## src/hdec_pkg.sv

```systemverilog
`timescale 1ns / 1ps
// ----------------------------------------------------------------------------
// hdec_pkg
// shared types, sizes and codes of the huffman tree decoder
// ----------------------------------------------------------------------------
package hdec_pkg;

  // table and field sizes
  localparam int NODE_COUNT   = 256;
  localparam int NODE_W       = $clog2(NODE_COUNT);
  localparam int NODE_CNT_W   = $clog2(NODE_COUNT + 1);
  localparam int SUM_W        = NODE_CNT_W + 1;
  localparam int MAX_CODE_LEN = 32;
  localparam int CODE_W       = 32;
  localparam int SEL_W        = $clog2(CODE_W);
  localparam int LEN_W        = 6;
  localparam int SYMBOL_COUNT = 128;
  localparam int SYM_W        = 7;
  localparam int BYTE_W       = 8;
  localparam int VB_W         = 4;
  localparam int CMD_W        = 2;
  localparam int KIND_W       = 2;
  localparam int NODE_ENT_W   = 2 + 2 * NODE_W;

  // commands
  localparam logic [CMD_W-1:0] CMD_CLEAR  = 2'd0;
  localparam logic [CMD_W-1:0] CMD_LOAD   = 2'd1;
  localparam logic [CMD_W-1:0] CMD_DECODE = 2'd2;

  // result kinds
  localparam logic [KIND_W-1:0] KIND_SYM  = 2'd0;
  localparam logic [KIND_W-1:0] KIND_DONE = 2'd1;
  localparam logic [KIND_W-1:0] KIND_FULL = 2'd2;
  localparam logic [KIND_W-1:0] KIND_BAD  = 2'd3;

  // one node of the code tree: present[0] left valid, present[1] right valid
  typedef struct packed {
    logic [1:0]        present;
    logic [NODE_W-1:0] right;
    logic [NODE_W-1:0] left;
  } node_t;

  // bit source control and status
  typedef struct packed {
    logic load;
    logic shift;
  } bs_ctl_t;

  typedef struct packed {
    logic             bit_val;
    logic             empty;
    logic [LEN_W-1:0] count;
  } bs_stat_t;

endpackage

```

## src/hdec_bitsrc.sv

```systemverilog
`timescale 1ns / 1ps
// ----------------------------------------------------------------------------
// hdec_bitsrc
// path bit shifter: presents one code or data bit per cycle while shift is held, msb first
// ----------------------------------------------------------------------------
module hdec_bitsrc (
  input  logic                        clk,
  input  logic                        rst_n,
  input  hdec_pkg::bs_ctl_t           ctl,
  input  logic [hdec_pkg::CODE_W-1:0] ld_value,
  input  logic [hdec_pkg::SEL_W-1:0]  ld_sel,
  input  logic [hdec_pkg::LEN_W-1:0]  ld_count,
  output hdec_pkg::bs_stat_t          stat
);

  logic [hdec_pkg::CODE_W-1:0] val_r, val_nxt;
  logic [hdec_pkg::SEL_W-1:0]  sel_r, sel_nxt;
  logic [hdec_pkg::LEN_W-1:0]  cnt_r, cnt_nxt;

  always_comb begin
    val_nxt = val_r;
    sel_nxt = sel_r;
    cnt_nxt = cnt_r;
    if (ctl.load) begin
      val_nxt = ld_value;
      sel_nxt = ld_sel;
      cnt_nxt = ld_count;
    end else if (ctl.shift) begin
      val_nxt = {val_r[hdec_pkg::CODE_W-2:0], 1'b0};
      cnt_nxt = cnt_r - 1'b1;
    end
  end

  always_ff @(posedge clk) begin
    if (!rst_n) begin
      cnt_r <= '0;
    end else begin
      cnt_r <= cnt_nxt;
    end
  end

  // payload, no reset
  always_ff @(posedge clk) begin
    val_r <= val_nxt;
    sel_r <= sel_nxt;
  end

  // current bit sits at a fixed tap chosen at load time
  assign stat.bit_val = val_r[sel_r];
  assign stat.empty   = (cnt_r == '0);
  assign stat.count   = cnt_r;

endmodule

```

## config.mk

```make
export PLATFORM = sky130hd
export DESIGN_NAME = hdec_bitsrc
export DESIGN_NICKNAME = d
export VERILOG_FILES = /design/src/hdec_pkg.sv /design/src/hdec_bitsrc.sv
export SDC_FILE = /design/constraint.sdc
export NUM_CORES = 1
export LEC_CHECK = 0
export ABC_AREA = 0
export BUFFER_PORTS_ARGS = -buffer_cell sky130_fd_sc_hd__buf_2
export CAP_MARGIN = 10
export CORE_UTILIZATION = 55
export CTS_BUF_LIST = sky130_fd_sc_hd__clkbuf_4 sky130_fd_sc_hd__clkbuf_8
export DETAILED_ROUTE_END_ITERATION = 12
export MAX_ROUTING_LAYER = met4
export PLACE_DENSITY = 0.82
export SYNTH_ARGS = -nofsm -noshare
export SYNTH_HDL_FRONTEND = slang
export SYNTH_SLANG_ARGS = --single-unit
```

## constraint.sdc

```tcl
create_clock -name clk -period 1.82 [get_ports clk]
set_input_delay 0.182 -clock clk [delete_from_list [all_inputs] [get_ports clk]]
set_output_delay 0.182 -clock clk [all_outputs]
set_load 0.02 [all_outputs]
```

==> reports/metrics.cfg <==
[layout]
area_delta_synth_final_pct = 20.8
antenna_cells_inserted = 0
nets = 265
fillers = 289
regArea_um2 = 1230
multi_input_area_um2 = 886
drive_gt1_frac = 0.470
stdcell_count = 265

[floorplanning]
io_pins = 55
fp.coreArea_um2 = 3720
die_area_um2 = 4170
die_w_um = 64.6
die_y_um = 64.6
rows = 22
start_util = 0.580

[clock_network]
clock_latency_ns = 0.29
cts.clk_slew.worst_paths_ns = 0.08
htreeDepth = 2
cts_buffers = 5
clk_path_buf_depth = 2
cts_tree = done
hold_buffers = 0
clock-sinks = 43
cts_root_buffer = clkbuf_8

[power_and_ir_drop]
pwr-share-seq = 0.560
power.density_nw_per_um2 = 863
p_switching_mw = 0.562
ir_worst_vdd_mv = 0.619
leakagePower_nw = 1.08
swShare = 0.250
p_int_mw = 1.68
pwr-share-clk = 0.266
p_comb_frac = 0.174

[global_route]
grt_pass1_wl_um = 6920
track_usage = 0.230
grt_pass1_vias = 1505
overflow = 0
antenna_found_initial = 0
grt_max_degree = 33

[timing]
fin_setup_tns_ns = -0.226
fin_ws_ns = -0.226
fmax_mhz = 489
period_needed_ns = 2.05
skew_ns = 0.00735
fin_crit_sh = 1.12
tightest_slew_ns = 0.764
hold_violations = 0
rsz0062_at_grt = yes
final_max_slew_viol_count = 0
setup_violations = 1
slew_headroom = 0.491

[logic_synthesis]
synth-xor-area-share = 0.0203
synthAdderAreaFrac = 0.0116
seq_area_frac_synth = 0.571
synthSimpleGateAreaFrac = 0.0871
ys.flop_type = edfxtp_1
syn_inst = 156
synth_fp_nets = 205
yosysTopAreaCell = edfxtp_1
synthArstFlopShare = 0
netlist.area_leader.share = 0.516
syn_area_per_cell_um2 = 13.8
syn-cell-area_um2 = 2150
ys_top_cells_by_area = edfxtp_1, mux2_2, mux2i_1
ys_warn_count = 0
synth_most_common_cell = edfxtp_1
muxShareOfSynthArea = 0.236
yosys-top-cells-count = edfxtp_1, mux2_2, mux2i_1
synth_edf_count = 37
synth_cell_types = 32
synth-compound-area-share = 0.0465
synth_top_family_by_area = multiplexers
synth.ff_latch_count = 43

[setup_path]
worst-path-max-fanout = 5
required_ns = 1.64
startpoint_type = flip-flop
worstReg2RegStart = cnt_r[2]
critPathLaunch = sel_r[1]
worstPathArrival_ns = 1.86
critical_path_class = flip-flop to output port
endpoint_kind = output port

[drt]
viasPerCell = 5.48
drt-initial-drc-count = 93
routed_wl_um = 4140
drt-wirelength-per-cell_um = 15.6
vias = 1452
drc = 0
ant_nets = 0
drt_pass1_iterations = 4

[placement]
hpwl_um = 2970
post-place-cells = 255
port_buffers = 54
place.gp.congestion = 0.769

[min_path]
hp-start = ld_sel[1]
hold_class = input port to flip-flop

[run_status]
status = complete, but fails checks
violations = negative setup slack

[run]
maxCapViolCount = 0

[sequential cells by signal, summed over array words and instances, names as in the netlist]
| register | cells |
|---|---|
| val_r | 32 |
| sel_r | 5 |
| cnt_r | 6 |
[cell type report]
class	count	share of cell area
Sequential cell	43	0.473
Timing Repair Buffer	60	0.126
Clock buffer	6	0.0293
Inverter	2	0.00288
Multi-Input combinational cell	104	0.340
Clock inverter	2	0.00481
Tap cell	48	0.0231
[final timing paths]
kind / cells after the start / slack (ns) / endpoint
hold / removal: 1 / 0.06 / sel_r[1]
hold reg to reg: 1 / 0.57 / val_r[31]
setup / recovery: 7 / -0.23 / stat[7]
setup reg to reg: 5 / 0.27 / cnt_r[5]
[critical path, stage by stage (launching register included)]
cell and delay, ns:
edfxtp_1 0.46, buf_6 0.18, mux2i_1 0.16, a22oi_1 0.11, nand4b_1 0.11, a21oi_1 0.05, a311o_1 0.36, buf_6 0.14
[per-layer routing]
metal | part of all wire | global-route usage
met3 | 0.052 | 0.0616
met1 | 0.43 | 0.281
met2 | 0.51 | 0.372
met4 | 0.012 | 0.0722
met5 | 0 | -
[metrics by stage]
| stage | hold slack [ns] | total power, mW | utilization | instance area, um2 | setup slack, ns |
|---|---|---|---|---|---|
| finish | 0.0563 | 2.25 | 0.700 | 2600 | -0.226 |
| global route | 0.0473 | 2.34 | 0.700 | 2600 | -0.293 |
| CTS | 0.0511 | 2.25 | 0.696 | 2590 | -0.218 |
| detailed placement | 0.361 | 1.64 | 0.663 | 2460 | 0.0601 |
| global placement | 0.370 | 1.62 | 0.663 | 2460 | 0.176 |
| floorplan | 0.281 | 1.51 | - | 2150 | 0.193 |
[cells in the final DEF, fill, tap and decap left out, drive strengths merged]
master	n
a211oi	2
a21oi	4
a22oi	4
a311o	1
and2	8
buf	60
clkbuf	6
clkinv	2
dfxtp	6
edfxtp	37
ha	2
inv	2
mux2	31
mux2i	16
nand2	12
nand2b	1
nand3	2
nand4b	1
nor2	2
nor2b	3
nor3	2
nor4	1
o21ai	5
or2	1
or4b	1
xnor2	3
xor2	2
[power by group through the flow]
stage	combinational, mW	sequential, mW	clock, mW
floorplan	0.245	1.26	0
global placement	0.347	1.27	0
detailed placement	0.367	1.28	0
CTS	0.386	1.26	0.610
global route	0.427	1.27	0.644
finish	0.391	1.26	0.597
[kinds of logic after synthesis]
logic type               Yosys count
multiplexers                      47
flip-flops                        43
AND/OR/NAND/NOR                   34
AO/OA/AOI/OAI                     16
buffers and inverters              9
XOR/XNOR                           5
adder cells (fa/ha/maj)            2
[what timing repair did]
item                       CTS  global route
setup endpoints to repair    1             1
cloned                       1             0
pin swaps                    5             3
setup buffers                1             0
resized for setup            6             3
Power figures use the tool's default switching activity.
